### config.mk
export PLATFORM = sky130hd
export DESIGN_NAME = usb_control_endpoint_engine
export DESIGN_NICKNAME = d
export VERILOG_FILES = /design/src/hdl/usbep0_pkg.sv /design/src/hdl/usb_control_endpoint_engine.sv
export SDC_FILE = /design/constraint.sdc
export NUM_CORES = 1
export LEC_CHECK = 0
export BUFFER_PORTS_ARGS = -buffer_cell sky130_fd_sc_hd__buf_4
export CORE_MARGIN = 10
export CORE_UTILIZATION = 35
export CTS_CLUSTER_DIAMETER = 40
export DETAILED_ROUTE_END_ITERATION = 16
export SLEW_MARGIN = 25
export SYNTH_ARGS = -nofsm -noshare
export SYNTH_HDL_FRONTEND = slang
export SYNTH_SLANG_ARGS = --single-unit
### constraint.sdc
create_clock -name clk -period 6.55 [get_ports clk]
set_input_delay 0.9825 -clock clk [delete_from_list [all_inputs] [get_ports clk]]
set_output_delay 0.9825 -clock clk [all_outputs]
set_load 0.01 [all_outputs]
### src/hdl/usbep0_pkg.sv
package usbep0_pkg;

	localparam int Ep0MaxPacket = 64;
	localparam int MpsBits = $clog2(Ep0MaxPacket);

	typedef enum logic [2:0] {
		OP_SETUP   = 3'd0,
		OP_TX_DONE = 3'd1,
		OP_RX_DONE = 3'd2,
		OP_RESET   = 3'd3,
		OP_SUSPEND = 3'd4,
		OP_WAKEUP  = 3'd5
	} opcode_t;

	typedef enum logic [2:0] {
		STG_REQUEST    = 3'd0,
		STG_DATA_IN    = 3'd1,
		STG_DATA_IN_ZLP = 3'd2,
		STG_DATA_OUT   = 3'd3,
		STG_STATUS_IN  = 3'd4,
		STG_STATUS_OUT = 3'd5
	} stage_t;

	localparam logic [2:0] ACT_NONE = 3'd0;
	localparam logic [2:0] ACT_SEND = 3'd1;
	localparam logic [2:0] ACT_ZLP = 3'd2;
	localparam logic [2:0] ACT_RECV = 3'd3;
	localparam logic [2:0] ACT_ZRECV = 3'd4;
	localparam logic [2:0] ACT_STALL = 3'd5;

	localparam logic [3:0] SRC_NONE = 4'd0;
	localparam logic [3:0] SRC_ZERO = 4'd1;
	localparam logic [3:0] SRC_HALT = 4'd2;
	localparam logic [3:0] SRC_DEV = 4'd3;
	localparam logic [3:0] SRC_CFG = 4'd4;
	localparam logic [3:0] SRC_STR = 4'd5;
	localparam logic [3:0] SRC_CBYTE = 4'd6;
	localparam logic [3:0] SRC_ALT = 4'd7;
	localparam logic [3:0] SRC_CLASS = 4'd8;

	localparam logic [1:0] DS_DEFAULT = 2'd0;
	localparam logic [1:0] DS_ADDRESSED = 2'd1;
	localparam logic [1:0] DS_CONFIGURED = 2'd2;

	localparam logic [1:0] HALT_NONE = 2'd0;
	localparam logic [1:0] HALT_SET = 2'd1;
	localparam logic [1:0] HALT_CLEAR = 2'd2;

	localparam logic [1:0] FL_NONE = 2'd0;
	localparam logic [1:0] FL_IN = 2'd1;
	localparam logic [1:0] FL_OUT = 2'd2;
	localparam logic [1:0] FL_BOTH = 2'd3;

	localparam logic [2:0] CE_NONE = 3'd0;
	localparam logic [2:0] CE_CONFIGURED = 3'd1;
	localparam logic [2:0] CE_RESET = 3'd2;
	localparam logic [2:0] CE_SUSPEND = 3'd3;
	localparam logic [2:0] CE_WAKEUP = 3'd4;

	localparam logic [7:0] REQ_GET_STATUS = 8'd0;
	localparam logic [7:0] REQ_CLEAR_FEATURE = 8'd1;
	localparam logic [7:0] REQ_SET_FEATURE = 8'd3;
	localparam logic [7:0] REQ_SET_ADDRESS = 8'd5;
	localparam logic [7:0] REQ_GET_DESC = 8'd6;
	localparam logic [7:0] REQ_GET_CONFIG = 8'd8;
	localparam logic [7:0] REQ_SET_CONFIG = 8'd9;
	localparam logic [7:0] REQ_GET_IFACE = 8'd10;
	localparam logic [7:0] REQ_SET_IFACE = 8'd11;

	localparam logic [4:0] RCP_DEVICE = 5'd0;
	localparam logic [4:0] RCP_IFACE = 5'd1;
	localparam logic [4:0] RCP_EP = 5'd2;

	localparam logic [1:0] TYP_STANDARD = 2'd0;
	localparam logic [1:0] TYP_CLASS = 2'd1;
	localparam logic [1:0] TYP_VENDOR = 2'd2;

	localparam logic [7:0] DESC_DEVICE = 8'd1;
	localparam logic [7:0] DESC_CONFIG = 8'd2;
	localparam logic [7:0] DESC_STRING = 8'd3;

	localparam logic CFG_DEV_LEN = 1'b0;
	localparam logic CFG_CFG_LEN = 1'b1;

endpackage

### src/hdl/usb_control_endpoint_engine.sv
// Endpoint-0 control transfer engine: one event in, one result out per event.
// Pipeline: two register stages (input register, result register); an accepted event
// is held in the input register until the result register is free, then moves into it.
// Throughput: one event per cycle while out_stall is low; the decode is a single pass between the two registers.
// Reset (arst_n low): device state default, stage awaiting request, configuration,
// interface, alternate setting and pending setup zero; descriptor lengths 18 and 32.
module usb_control_endpoint_engine (
	input  logic        clk,
	input  logic        arst_n,
	input  logic        cfg_we,
	input  logic        cfg_index,
	input  logic [15:0] cfg_data,
	input  logic        in_valid,
	output logic        in_stall,
	input  logic [2:0]  opcode,
	input  logic [7:0]  request_type,
	input  logic [7:0]  request_code,
	input  logic [15:0] request_value,
	input  logic [15:0] request_index,
	input  logic [15:0] request_length,
	input  logic        endpoint_halted,
	input  logic signed [16:0] external_length,
	output logic        out_valid,
	input  logic        out_stall,
	output logic [2:0]  ep0_action,
	output logic [15:0] transfer_length,
	output logic [3:0]  data_source,
	output logic [7:0]  data_byte,
	output logic [1:0]  halt_op,
	output logic [7:0]  halt_endpoint,
	output logic [1:0]  flush_ep,
	output logic        address_valid,
	output logic [6:0]  new_address,
	output logic [2:0]  class_event,
	output logic [1:0]  device_state
);

	// Configuration registers
	logic [7:0]  dev_len_q;
	logic [15:0] cfg_len_q;

	// Input stage
	logic        v_s1;
	logic [2:0]  op_s1;
	logic [7:0]  rtype_s1, code_s1;
	logic [15:0] value_s1, index_s1, wlen_s1;
	logic        halted_s1;
	logic [16:0] ext_s1;

	// Engine state
	logic [1:0]  dev_q;
	usbep0_pkg::stage_t stage_q;
	logic [7:0]  conf_q, alt_q;
	logic [15:0] iface_q;
	logic [7:0]  p_type_q, p_code_q;
	logic [15:0] p_value_q, p_index_q, p_wlen_q;

	// Stage 1 advances when the result register is free or drained this cycle
	logic adv;
	assign adv = !out_valid || !out_stall;
	assign in_stall = v_s1 && !adv;

	always_ff @(posedge clk or negedge arst_n) begin
		if (!arst_n) begin
			dev_len_q <= 8'd18;
			cfg_len_q <= 16'd32;
		end else if (cfg_we) begin
			if (cfg_index == usbep0_pkg::CFG_DEV_LEN) dev_len_q <= cfg_data[7:0];
			else cfg_len_q <= cfg_data;
		end
	end

	always_ff @(posedge clk or negedge arst_n) begin
		if (!arst_n) begin
			v_s1 <= 1'b0;
		end else if (!in_stall) begin
			v_s1 <= in_valid;
		end
	end

	always_ff @(posedge clk) begin
		if (!in_stall && in_valid) begin
			op_s1 <= opcode;
			rtype_s1 <= request_type;
			code_s1 <= request_code;
			value_s1 <= request_value;
			index_s1 <= request_index;
			wlen_s1 <= request_length;
			halted_s1 <= endpoint_halted;
			ext_s1 <= external_length;
		end
	end

	// Single-pass decode
	logic [7:0]  rt, cd;
	logic [15:0] val, idx, wl;
	logic [4:0]  recip;
	logic        ext_ok, ok, do_decode;
	logic [15:0] len, clen;
	logic [3:0]  src;
	logic [7:0]  byt;
	logic [1:0]  dev_n;
	usbep0_pkg::stage_t stage_n;
	logic [7:0]  conf_n, alt_n;
	logic [15:0] iface_n;
	logic [2:0]  o_act;
	logic [15:0] o_len;
	logic [3:0]  o_src;
	logic [7:0]  o_byte;
	logic [1:0]  o_hop;
	logic [7:0]  o_hep;
	logic [1:0]  o_fl;
	logic        o_av;
	logic [6:0]  o_na;
	logic [2:0]  o_ce;
	logic        capture;

	always_comb begin
		dev_n = dev_q; stage_n = stage_q; conf_n = conf_q; alt_n = alt_q; iface_n = iface_q;
		o_act = usbep0_pkg::ACT_NONE; o_len = '0; o_src = usbep0_pkg::SRC_NONE;
		o_byte = '0; o_hop = usbep0_pkg::HALT_NONE; o_hep = '0;
		o_fl = usbep0_pkg::FL_NONE; o_av = 1'b0; o_na = '0;
		o_ce = usbep0_pkg::CE_NONE;
		do_decode = 1'b0; capture = 1'b0;
		ok = 1'b0; len = '0; src = usbep0_pkg::SRC_NONE; byt = '0; clen = '0;
		// Setup decodes the fresh packet; rx complete decodes the stored one
		if (op_s1 == usbep0_pkg::OP_SETUP) begin
			rt = rtype_s1; cd = code_s1; val = value_s1; idx = index_s1; wl = wlen_s1;
		end else begin
			rt = p_type_q; cd = p_code_q; val = p_value_q; idx = p_index_q; wl = p_wlen_q;
		end
		recip = rt[4:0];
		ext_ok = !ext_s1[16];

		unique case (op_s1)
			usbep0_pkg::OP_SETUP: begin
				capture = 1'b1;
				if (stage_q == usbep0_pkg::STG_DATA_IN || stage_q == usbep0_pkg::STG_DATA_IN_ZLP
						|| stage_q == usbep0_pkg::STG_STATUS_IN)
					o_fl = usbep0_pkg::FL_IN;
				else if (stage_q == usbep0_pkg::STG_DATA_OUT
						|| stage_q == usbep0_pkg::STG_STATUS_OUT)
					o_fl = usbep0_pkg::FL_OUT;
				stage_n = usbep0_pkg::STG_REQUEST;
				if (!rt[7] && wl != 16'd0) begin
					stage_n = usbep0_pkg::STG_DATA_OUT;
					o_act = usbep0_pkg::ACT_RECV;
					o_len = wl;
				end else begin
					do_decode = 1'b1;
				end
			end
			usbep0_pkg::OP_TX_DONE: begin
				if (stage_q == usbep0_pkg::STG_DATA_IN_ZLP) begin
					stage_n = usbep0_pkg::STG_DATA_IN; o_act = usbep0_pkg::ACT_ZLP;
				end else if (stage_q == usbep0_pkg::STG_DATA_IN) begin
					stage_n = usbep0_pkg::STG_STATUS_OUT; o_act = usbep0_pkg::ACT_ZRECV;
				end else begin
					stage_n = usbep0_pkg::STG_REQUEST;
				end
			end
			usbep0_pkg::OP_RX_DONE: begin
				if (stage_q == usbep0_pkg::STG_DATA_OUT) do_decode = 1'b1;
				else stage_n = usbep0_pkg::STG_REQUEST;
			end
			usbep0_pkg::OP_RESET: begin
				dev_n = usbep0_pkg::DS_DEFAULT;
				stage_n = usbep0_pkg::STG_REQUEST;
				conf_n = '0;
				o_fl = usbep0_pkg::FL_BOTH;
				o_ce = usbep0_pkg::CE_RESET;
			end
			usbep0_pkg::OP_SUSPEND: begin
				o_fl = usbep0_pkg::FL_BOTH;
				stage_n = usbep0_pkg::STG_REQUEST;
				if (dev_q == usbep0_pkg::DS_CONFIGURED) o_ce = usbep0_pkg::CE_SUSPEND;
			end
			usbep0_pkg::OP_WAKEUP: begin
				if (dev_q == usbep0_pkg::DS_CONFIGURED) o_ce = usbep0_pkg::CE_WAKEUP;
			end
			default: ;
		endcase

		if (do_decode) begin
			unique case (rt[6:5])
				usbep0_pkg::TYP_STANDARD: begin
					if (recip == usbep0_pkg::RCP_DEVICE) begin
						unique case (cd)
							usbep0_pkg::REQ_GET_STATUS: begin
								ok = 1'b1; len = 16'd2; src = usbep0_pkg::SRC_ZERO;
							end
							usbep0_pkg::REQ_SET_ADDRESS: begin
								o_av = 1'b1; o_na = val[6:0];
								if (dev_q == usbep0_pkg::DS_DEFAULT)
									dev_n = usbep0_pkg::DS_ADDRESSED;
								else if (dev_q == usbep0_pkg::DS_ADDRESSED && val == 16'd0)
									dev_n = usbep0_pkg::DS_DEFAULT;
								ok = 1'b1;
							end
							usbep0_pkg::REQ_GET_DESC: begin
								if (val[15:8] == usbep0_pkg::DESC_DEVICE) begin
									ok = 1'b1; len = {8'd0, dev_len_q}; src = usbep0_pkg::SRC_DEV;
								end else if (val[15:8] == usbep0_pkg::DESC_CONFIG) begin
									ok = 1'b1; len = cfg_len_q; src = usbep0_pkg::SRC_CFG;
								end else if (val[15:8] == usbep0_pkg::DESC_STRING && ext_ok) begin
									ok = 1'b1; len = ext_s1[15:0]; src = usbep0_pkg::SRC_STR;
								end
							end
							usbep0_pkg::REQ_GET_CONFIG: begin
								ok = 1'b1; len = 16'd1; src = usbep0_pkg::SRC_CBYTE; byt = conf_q;
							end
							usbep0_pkg::REQ_SET_CONFIG: begin
								if (dev_q == usbep0_pkg::DS_CONFIGURED) begin
									conf_n = '0; iface_n = '0; alt_n = '0;
									dev_n = usbep0_pkg::DS_ADDRESSED; o_ce = usbep0_pkg::CE_RESET;
								end else if (dev_q == usbep0_pkg::DS_ADDRESSED && val != 16'd0) begin
									conf_n = val[7:0]; iface_n = '0; alt_n = '0;
									dev_n = usbep0_pkg::DS_CONFIGURED;
									o_ce = usbep0_pkg::CE_CONFIGURED;
								end
								ok = 1'b1;
							end
							default: ;
						endcase
					end else if (recip == usbep0_pkg::RCP_IFACE) begin
						unique case (cd)
							usbep0_pkg::REQ_GET_STATUS: begin
								ok = 1'b1; len = 16'd2; src = usbep0_pkg::SRC_ZERO;
							end
							usbep0_pkg::REQ_SET_IFACE: begin
								iface_n = idx; alt_n = val[7:0]; ok = 1'b1;
							end
							usbep0_pkg::REQ_GET_IFACE: begin
								ok = 1'b1; len = 16'd1; src = usbep0_pkg::SRC_ALT; byt = alt_q;
							end
							default: ;
						endcase
					end else if (recip == usbep0_pkg::RCP_EP) begin
						unique case (cd)
							usbep0_pkg::REQ_GET_STATUS: begin
								ok = 1'b1; len = 16'd2; src = usbep0_pkg::SRC_HALT;
								byt = {7'd0, halted_s1};
							end
							usbep0_pkg::REQ_SET_FEATURE: begin
								if (val == 16'd0) begin
									o_hop = usbep0_pkg::HALT_SET; o_hep = idx[7:0]; ok = 1'b1;
								end
							end
							usbep0_pkg::REQ_CLEAR_FEATURE: begin
								if (val == 16'd0) begin
									o_hop = usbep0_pkg::HALT_CLEAR; o_hep = idx[7:0]; ok = 1'b1;
								end
							end
							default: ;
						endcase
					end
				end
				usbep0_pkg::TYP_CLASS, usbep0_pkg::TYP_VENDOR: begin
					if (ext_ok) begin
						ok = 1'b1; len = ext_s1[15:0]; src = usbep0_pkg::SRC_CLASS;
					end
				end
				default: ;
			endcase

			clen = (len > wl) ? wl : len;
			if (!ok) begin
				// Refused: halt the named endpoint, else stall ep0
				if (recip == usbep0_pkg::RCP_EP) begin
					o_hop = usbep0_pkg::HALT_SET; o_hep = idx[7:0];
				end else begin
					o_act = usbep0_pkg::ACT_STALL;
				end
				stage_n = usbep0_pkg::STG_REQUEST;
			end else if (!rt[7]) begin
				stage_n = usbep0_pkg::STG_STATUS_IN; o_act = usbep0_pkg::ACT_ZLP;
			end else if (clen < wl && clen[usbep0_pkg::MpsBits-1:0] == '0) begin
				if (clen != 16'd0) begin
					stage_n = usbep0_pkg::STG_DATA_IN_ZLP; o_act = usbep0_pkg::ACT_SEND;
					o_len = clen; o_src = src; o_byte = byt;
				end else begin
					stage_n = usbep0_pkg::STG_DATA_IN; o_act = usbep0_pkg::ACT_ZLP;
				end
			end else if (clen != 16'd0) begin
				stage_n = usbep0_pkg::STG_DATA_IN; o_act = usbep0_pkg::ACT_SEND;
				o_len = clen; o_src = src; o_byte = byt;
			end else begin
				stage_n = usbep0_pkg::STG_STATUS_OUT; o_act = usbep0_pkg::ACT_ZLP;
			end
		end
	end

	logic fire;
	assign fire = v_s1 && adv;

	// Hold state; advance on each event that moves into the result register
	always_ff @(posedge clk or negedge arst_n) begin
		if (!arst_n) begin
			dev_q <= usbep0_pkg::DS_DEFAULT;
			stage_q <= usbep0_pkg::STG_REQUEST;
			conf_q <= '0;
			alt_q <= '0;
			iface_q <= '0;
			p_type_q <= '0; p_code_q <= '0;
			p_value_q <= '0; p_index_q <= '0; p_wlen_q <= '0;
			out_valid <= 1'b0;
		end else begin
			if (adv) out_valid <= v_s1;
			if (fire) begin
				dev_q <= dev_n; stage_q <= stage_n; conf_q <= conf_n;
				alt_q <= alt_n; iface_q <= iface_n;
				if (capture) begin
					p_type_q <= rtype_s1; p_code_q <= code_s1;
					p_value_q <= value_s1; p_index_q <= index_s1; p_wlen_q <= wlen_s1;
				end
			end
		end
	end

	always_ff @(posedge clk) begin
		if (fire) begin
			ep0_action <= o_act;
			transfer_length <= o_len;
			data_source <= o_src;
			data_byte <= o_byte;
			halt_op <= o_hop;
			halt_endpoint <= o_hep;
			flush_ep <= o_fl;
			address_valid <= o_av;
			new_address <= o_na;
			class_event <= o_ce;
			device_state <= dev_n;
		end
	end

endmodule

# Yosys cells after proc, flatten, opt, wreduce, memory -nomap -nowiden
# Cells that the tools add are included.
totals:
  output_inout_bits: 58
  word_cells: 239
  input_bits: 107
  register_bits: 236
op_classes:
  order_cmp: 2
  reduce_logical: 45
  eq_ne: 30
  bitwise_logic: 1
  mux: 129
ops:
  columns: ["op", "n"]
  rows:
  - ["$mux W16", 16]
  - ["$mux W8", 28]
  - ["$mux W3", 23]
  - ["$mux W2", 26]
  - ["$pmux W16 S3", 1]
  - ["$reduce_bool A16 Y1", 3]
  - ["$eq A8 B4 Y1 const B", 4]
  - ["$pmux W16 S2", 1]
  - ["$eq A8 B2 Y1 const B", 3]
  - ["$pmux W3 S3", 2]
  - ["$mux W1", 17]
  - ["$eq A8 B1 Y1 const B", 2]
  - ["$eq A8 B3 Y1 const B", 2]
  - ["$gt A16 B16 Y1", 1]
  - ["$logic_not A16 Y1", 1]
  - ["$lt A16 B16 Y1", 1]
  - ["$pmux W2 S2", 4]
  - ["$eq A3 B2 Y1 const B", 4]
  - ["$eq A3 B3 Y1 const B", 4]
  - ["$mux W4", 3]
  - ["$pmux W3 S2", 2]
  - ["$pmux W3 S4", 1]
  - ["$logic_and A1 B1 Y1", 8]
  - ["$logic_not A8 Y1", 1]
  - ["other kinds (27)", 49]

# Longest topological paths before layout
depth:
  word_depth: 19
  mapped_depth: 36
  mapped_depth_nobuf: 28

# Worst setup path after synthesis
# No wires, ideal clock.
synth_timing:
  kind: "reg2reg"
  startpoint: "register op_s1[2]"
  endpoint: "register stage_q[1]"
  synth_period_minus_slack_ps: 7058
  path_buffers: 9
  required_time_ps: 6485
  path_stages_with_launch: 36
  path_slack_ps: -508
  t_arrival_ps: 6993
  cell_sequence: "edfxtp_1 -> buf_4 -> nor3_4 -> buf_2 -> buf_4 -> buf_2 -> buf_1 -> clkbuf_1 -> nand2_1 -> nand2_1 -> inv_1 -> ha_1 -> nor2b_1 -> a32o_1 -> a21o_1 -> buf_6 -> buf_2 -> a22o_1 -> ha_1 -> a41o_1 -> a21oi_1 -> o221ai_1 -> o21a_1 -> clkbuf_1 -> a221oi_1 -> nor2_1 -> ha_1 -> a21o_1 -> a21oi_1 -> nor2b_1 -> o21ai_0 -> nand2b_1 -> a21oi_1 -> o2111ai_1 -> nor4b_1 -> o22a_1"
synth_between:
  elab_chain_cells: 19
synth_rtl:
  columns: ["item", "line", "text"]
  rows:
  - ["start, declared", "usb_control_endpoint_engine.sv:44", "logic [2:0] op_s1;"]
  - ["start signal, assigned", "usb_control_endpoint_engine.sv:83", "op_s1 <= opcode;"]
  - ["$logic_not A3 Y1", "usb_control_endpoint_engine.sv:127, usb_control_endpoint_engine.sv:135", null]
  - ["$mux W16", "usb_control_endpoint_engine.sv:127", "if (op_s1 == usbep0_pkg::OP_SETUP) begin"]
  - ["$eq A8 B2 Y1", "usb_control_endpoint_engine.sv:205", "end else if (val[15:8] == usbep0_pkg::DESC_STRING && ext_ok) begin"]
  - ["$logic_and A1 B1 Y1", "usb_control_endpoint_engine.sv:205", null]
  - ["$mux W16", "usb_control_endpoint_engine.sv:205", null]
  - ["$mux W16", "usb_control_endpoint_engine.sv:203", "end else if (val[15:8] == usbep0_pkg::DESC_CONFIG) begin"]
  - ["$mux W16", "usb_control_endpoint_engine.sv:201", "if (val[15:8] == usbep0_pkg::DESC_DEVICE) begin"]
  - ["$pmux W16 S3", "usb_control_endpoint_engine.sv:188", "unique case (cd)"]
  - ["(+3 left out)", null, null]
  - ["$gt A16 B16 Y1", "usb_control_endpoint_engine.sv:266", "clen = (len > wl) ? wl : len;"]
  - ["$mux W16", "usb_control_endpoint_engine.sv:266", null]
  - ["$lt A16 B16 Y1 (tied with other cells)", "usb_control_endpoint_engine.sv:277", "end else if (clen < wl && clen[usbep0_pkg::MpsBits-1:0] == '0) begin"]
  - ["$logic_and A1 B1 Y1 or $mux W2 (tied branches)", "usb_control_endpoint_engine.sv:277, usb_control_endpoint_engine.sv:278", null]
  - ["$mux W3", "usb_control_endpoint_engine.sv:277", null]
  - ["$mux W3", "usb_control_endpoint_engine.sv:275", "end else if (!rt[7]) begin"]
  - ["$mux W3", "usb_control_endpoint_engine.sv:267", "if (!ok) begin"]
  - ["$mux W3", "usb_control_endpoint_engine.sv:184", "if (do_decode) begin"]
  - ["end signal, assigned", "usb_control_endpoint_engine.sv:300", "stage_q <= usbep0_pkg::STG_REQUEST;"]
  - ["end signal, assigned", "usb_control_endpoint_engine.sv:310", "dev_q <= dev_n; stage_q <= stage_n; conf_q <= conf_n;"]
  - ["end, declared", "usb_control_endpoint_engine.sv:52", "usbep0_pkg::stage_t stage_q;"]
# Several ways; a longest one is shown, not always the timed one. The select of a mux whose other input is x is not followed.
# A chain may end at the register's enable or synchronous reset.

# Worst setup path in the final report
layout_timing:
  startpoint: "register op_s1[0]"
  endpoint: "register transfer_length[5] (data pin)"
layout_between:
  elab_chain_cells: 18
layout_rtl:
  columns: ["item", "line", "text"]
  rows:
  - ["$logic_not A3 Y1", "usb_control_endpoint_engine.sv:127, usb_control_endpoint_engine.sv:135", null]
  - ["$mux W16", "usb_control_endpoint_engine.sv:127", null]
  - ["$eq A8 B2 Y1", "usb_control_endpoint_engine.sv:205", null]
  - ["$logic_and A1 B1 Y1", "usb_control_endpoint_engine.sv:205", null]
  - ["$mux W16", "usb_control_endpoint_engine.sv:205", null]
  - ["$mux W16", "usb_control_endpoint_engine.sv:203", null]
  - ["$mux W16", "usb_control_endpoint_engine.sv:201", null]
  - ["$pmux W16 S3", "usb_control_endpoint_engine.sv:188", null]
  - ["(+3 left out)", null, null]
  - ["$gt A16 B16 Y1", "usb_control_endpoint_engine.sv:266", null]
  - ["$mux W16", "usb_control_endpoint_engine.sv:266", null]
  - ["$reduce_bool A16 Y1", "usb_control_endpoint_engine.sv:278, usb_control_endpoint_engine.sv:284", null]
  - ["$mux W16", "usb_control_endpoint_engine.sv:278, usb_control_endpoint_engine.sv:284", null]
  - ["$mux W16", "usb_control_endpoint_engine.sv:275", null]
  - ["$mux W16", "usb_control_endpoint_engine.sv:267", null]
  - ["$mux W16 (*)", "usb_control_endpoint_engine.sv:184", null]
  - ["net o_len[5]", "usb_control_endpoint_engine.sv:107", "logic [15:0] o_len;"]
  - ["end signal, assigned", "usb_control_endpoint_engine.sv:323", "transfer_length <= o_len;"]
  - ["end, declared", "usb_control_endpoint_engine.sv:26", "output logic [15:0] transfer_length,"]
# Mark *: on every way through the listed nets, which the timed path passes. The rest lies on a longest branch. The select of a mux whose other input is x is not followed.

==> metrics.md <==
| Metric | Value |
|---|---|
| Run status | complete, no violations |
| Leakage power total | 5.93 nW |
| Global route overflow | 0 |
| Sink Count | 236 |
| Synth warn | 0 |
| Synth Flop Type | edfxtp_1 |
| Reg2reg path depth | 20 |
| Peak supply drop | 0.181 mV |
| Seq cells post-synth | 236 |
| Ys async rst share | 43.6% |
| CP Max Fanout | 17 |
| Fill cell count | 3036 |
| Post-CTS Resized | 0 |
| Die ar. | 40400 sq um |
| Final Worst Setup Slack | about 0.45 ns |
| Max Transition Viols Final | 0 |
| Clk pwr share | 39.4% |
| First-pass GRT wire length | 48400 um |
| Worst path max stage delay | 0.53 ns |
| CP dominant cell by count | ha_1 |
| Final core utilization | around 45% |
| Via count | 8247 |
| Sequential fraction of the synthesis area | between 50% and 60% |
| Fin. Hold Viols | 0 |
| Die width | 201 um |
| Chip height | ~200 um |
| Vias in the first global route | just over 8000 |
| EDFF count, synth | 133 |
| Fmax | around 160 MHz |
| Switch share | between 20 and 30% |
| Hold_buf cts | 0 |
| Share of layout cells above drive strength 1 | 33.2% |
| Inserted Clock Buffers | 38 |
| CP Launch Type | flop |
| Final Skew | 0.0171 ns |
| Worst slew pin tran | 1.09 ns |
| Total power | around 5.0 mW |
| Pre-CTS setup slack | ~0.22 ns |
| N_diodes | 0 |
| Worst Path Required | 6.80 ns |
| Crit path from | op_s1[0] |
| Drt drc | 0 |
| Drt total wl | ~31000 um |
| P_int | 3.54 mW |
| MaxCap Viol Count | 0 |
| Drt first pass iters | 5 |
| # setup viols final | 0 |
| CTS root buf | clkbuf_16 |
| Vias per cell | around 5.3 |
| Critical R2R Launch | op_s1[0] |
| WP data arrival | between 6 and 7 ns |
| PwrDens | 347 nW/um^2 |
| Initial DRC Count | 510 |
| Core area | 32500 sq um |
| Critical path capture point | transfer_length[5] |
| WS Path Type | flop to flop |
| Final ANT Viol Nets | 0 |
| DR WL/cell | approximately 20 um |
| # rows | 66 |
| Final min period | 6.10 ns |
| Most common cell after layout, fill and taps aside | buf_4 |
| Mapped Cells | 908 |
| Postcts setup bufs | 0 |
| Initial cell density of the core | 35.4% |
| Final Cycle Share | 93.1% |
| Initial antenna violation count | 0 |
| Clk Latency, worst-skew pair | roughly 0.52 ns |
| H-tree Lvls | 2 |
| Seq pwr share | 38.0% |
| Syn Nets | between 1000 and 1500 |
| GPL Wtd Cong | between 0.8 and 0.9 |
| RSZ-0062 raised after global routing | false |
| Critical path, cell by cell | nor3_4, mux2i_2, inv_1, ha_1, nand2b_1, nor3_1, a32o_2, o21ai_0, o21ai_1, ha_1, a211oi_1, nand2_1, o311a_1, o21a_2, buf_4, o31a_1, a221o_1, nor4_4, a21boi_2, a22o_1 |
| Largest net degree at the start of global routing | 78 |
| P_sw | 1.51 mW |
| Setup TNS | 0 ns |
| Yosys cell types | 84 |
| CP max stage cell | edfxtp_1 |
| Most frequent cells in the layout | buf_4, edfxtp_1, dfrtp_1 |
| Post-Syn Area per Cell | 12.6 sq um |
| Port buffer count | 156 |
| NumNets Final | 1230 |
| DP HPWL | 22300 um |
| Logic pwr share | 22.5% |
| Area delta synth->final | 26.6% |
| GRT Overall Usage | 15.0% |
| Hold Path Class | primary input to asynchronous set/reset pin |
| Clock Path Buffers | 3 |
| End of the worst register-to-register path | transfer_length[5] |
| Clk pin slew, worst setup/hold paths | 0.05 ns |
| # IOs | about 170 |
| Worst Setup End Kind | flop |
| Worst slew margin | 26.9% |
| Cell area after synthesis | 11500 sq um |
| Internal reg-to-reg setup slack | 0.45 ns |
| CTS tree | built |
==> worst max-delay path: cells and delay by family (launching register included) <==
kind	cells	cell delay, ns
muxes	1	0.30
adders and majority gates	2	0.51
and+or+nand+nor	5	1.25
AOI/OAI and AO/OA	10	2.98
DFF	1	0.53
buffers and inverters	2	0.25
==> power by group through the flow <==
| stage | sequential, mW | combinational [mW] | clock (mW) |
|---|---|---|---|
| 2_1_floorplan | 1.91 | 0.768 | 0 |
| 3_3_place_gp | 1.93 | 1.09 | 0 |
| 3_5_place_dp | 1.94 | 1.12 | 0 |
| 4_1_cts | 1.92 | 1.12 | 2.04 |
| 5_1_grt | 1.94 | 1.26 | 2.10 |
| 6_report | 1.92 | 1.14 | 1.99 |
==> cell type report <==
| class | count | area [sq um] | area share (%) |
|---|---|---|---|
| clock inverters | 23 | 216 | 1.49 |
| multi-input cells | 622 | 4710 | 32.4 |
| inverters | 11 | 41.3 | 0.284 |
| repair buffers | 181 | 1360 | 9.38 |
| clock buffers | 47 | 1070 | 7.35 |
| well taps | 442 | 553 | 3.81 |
| flip-flops and latches | 236 | 6580 | 45.3 |
==> state kept, by name, indices dropped and copies added, names as in the netlist, 16 cells and up <==
name	cells
p_value_q	16
p_wlen_q	16
cfg_len_q	16
transfer_length	16
value_s1	16
wlen_s1	16
ext_s1	17
==> synth_stat cells (14+ instances only) <==
cell	instances	area, sq um
a22o_1	31	272
a21oi_1	46	230
nor3_1	15	75.1
edfxtp_1	133	3990
o21ai_0	23	115
dfrtp_1	100	2500
ha_1	33	413
mux2_2	82	923
nand2_1	61	229
clkbuf_1	23	86.3
nor2_1	56	210
nand4_1	19	119
and3_1	14	87.6
mux2i_1	31	310
==> kinds of logic (layout without fill, tap and decap cells) <==
| family | Yosys count | count (layout) | share of synthesized area [%] |
|---|---|---|---|
| muxes | 121 | 121 | 11.5 |
| adders and majority gates | 33 | 33 | 3.60 |
| and+or+nand+nor | 271 | 271 | 13.2 |
| xor gates and xnor gates | 3 | 3 | 0.229 |
| AOI/OAI and AO/OA | 194 | 194 | 12.1 |
| buffers and inverters | 50 | 262 | 2.04 |
| DFF | 236 | 236 | 57.3 |
==> metal layers <==
layer | vias up | part of all wire (%) | track usage (%)
met5 | - | 0 | 0
met4 | 0 | 1.7 | 4.17
met3 | 38 | 5.9 | 3.20
met2 | 244 | 46 | 23.3
met1 | 4072 | 47 | 20.7
li1 | 3893 | - | -
==> worst min-delay path by stage <==
stage,depth (start not counted),end,slack (ns)
3_5_place_dp,1,conf_q[4],0.47
3_3_place_gp,1,alt_q[6],0.47
6_report,1,p_value_q[13],0.44
4_1_cts,1,p_value_q[13],0.45
2_1_floorplan,1,alt_q[0],0.46
5_1_grt,1,p_value_q[13],0.48
==> metrics by stage <==
step / cell area (sq um) / instances / hold slack [ns]
detailed placement: 13200 / 1492 / 0.474
CTS: 14500 / 1562 / 0.453
global route: 14500 / 1562 / 0.475
floorplan: 11500 / 908 / 0.457
global placement: 13200 / 1492 / 0.468
finish: 14500 / 1562 / 0.444
No activity file was read; power rests on OpenSTA's default activity.
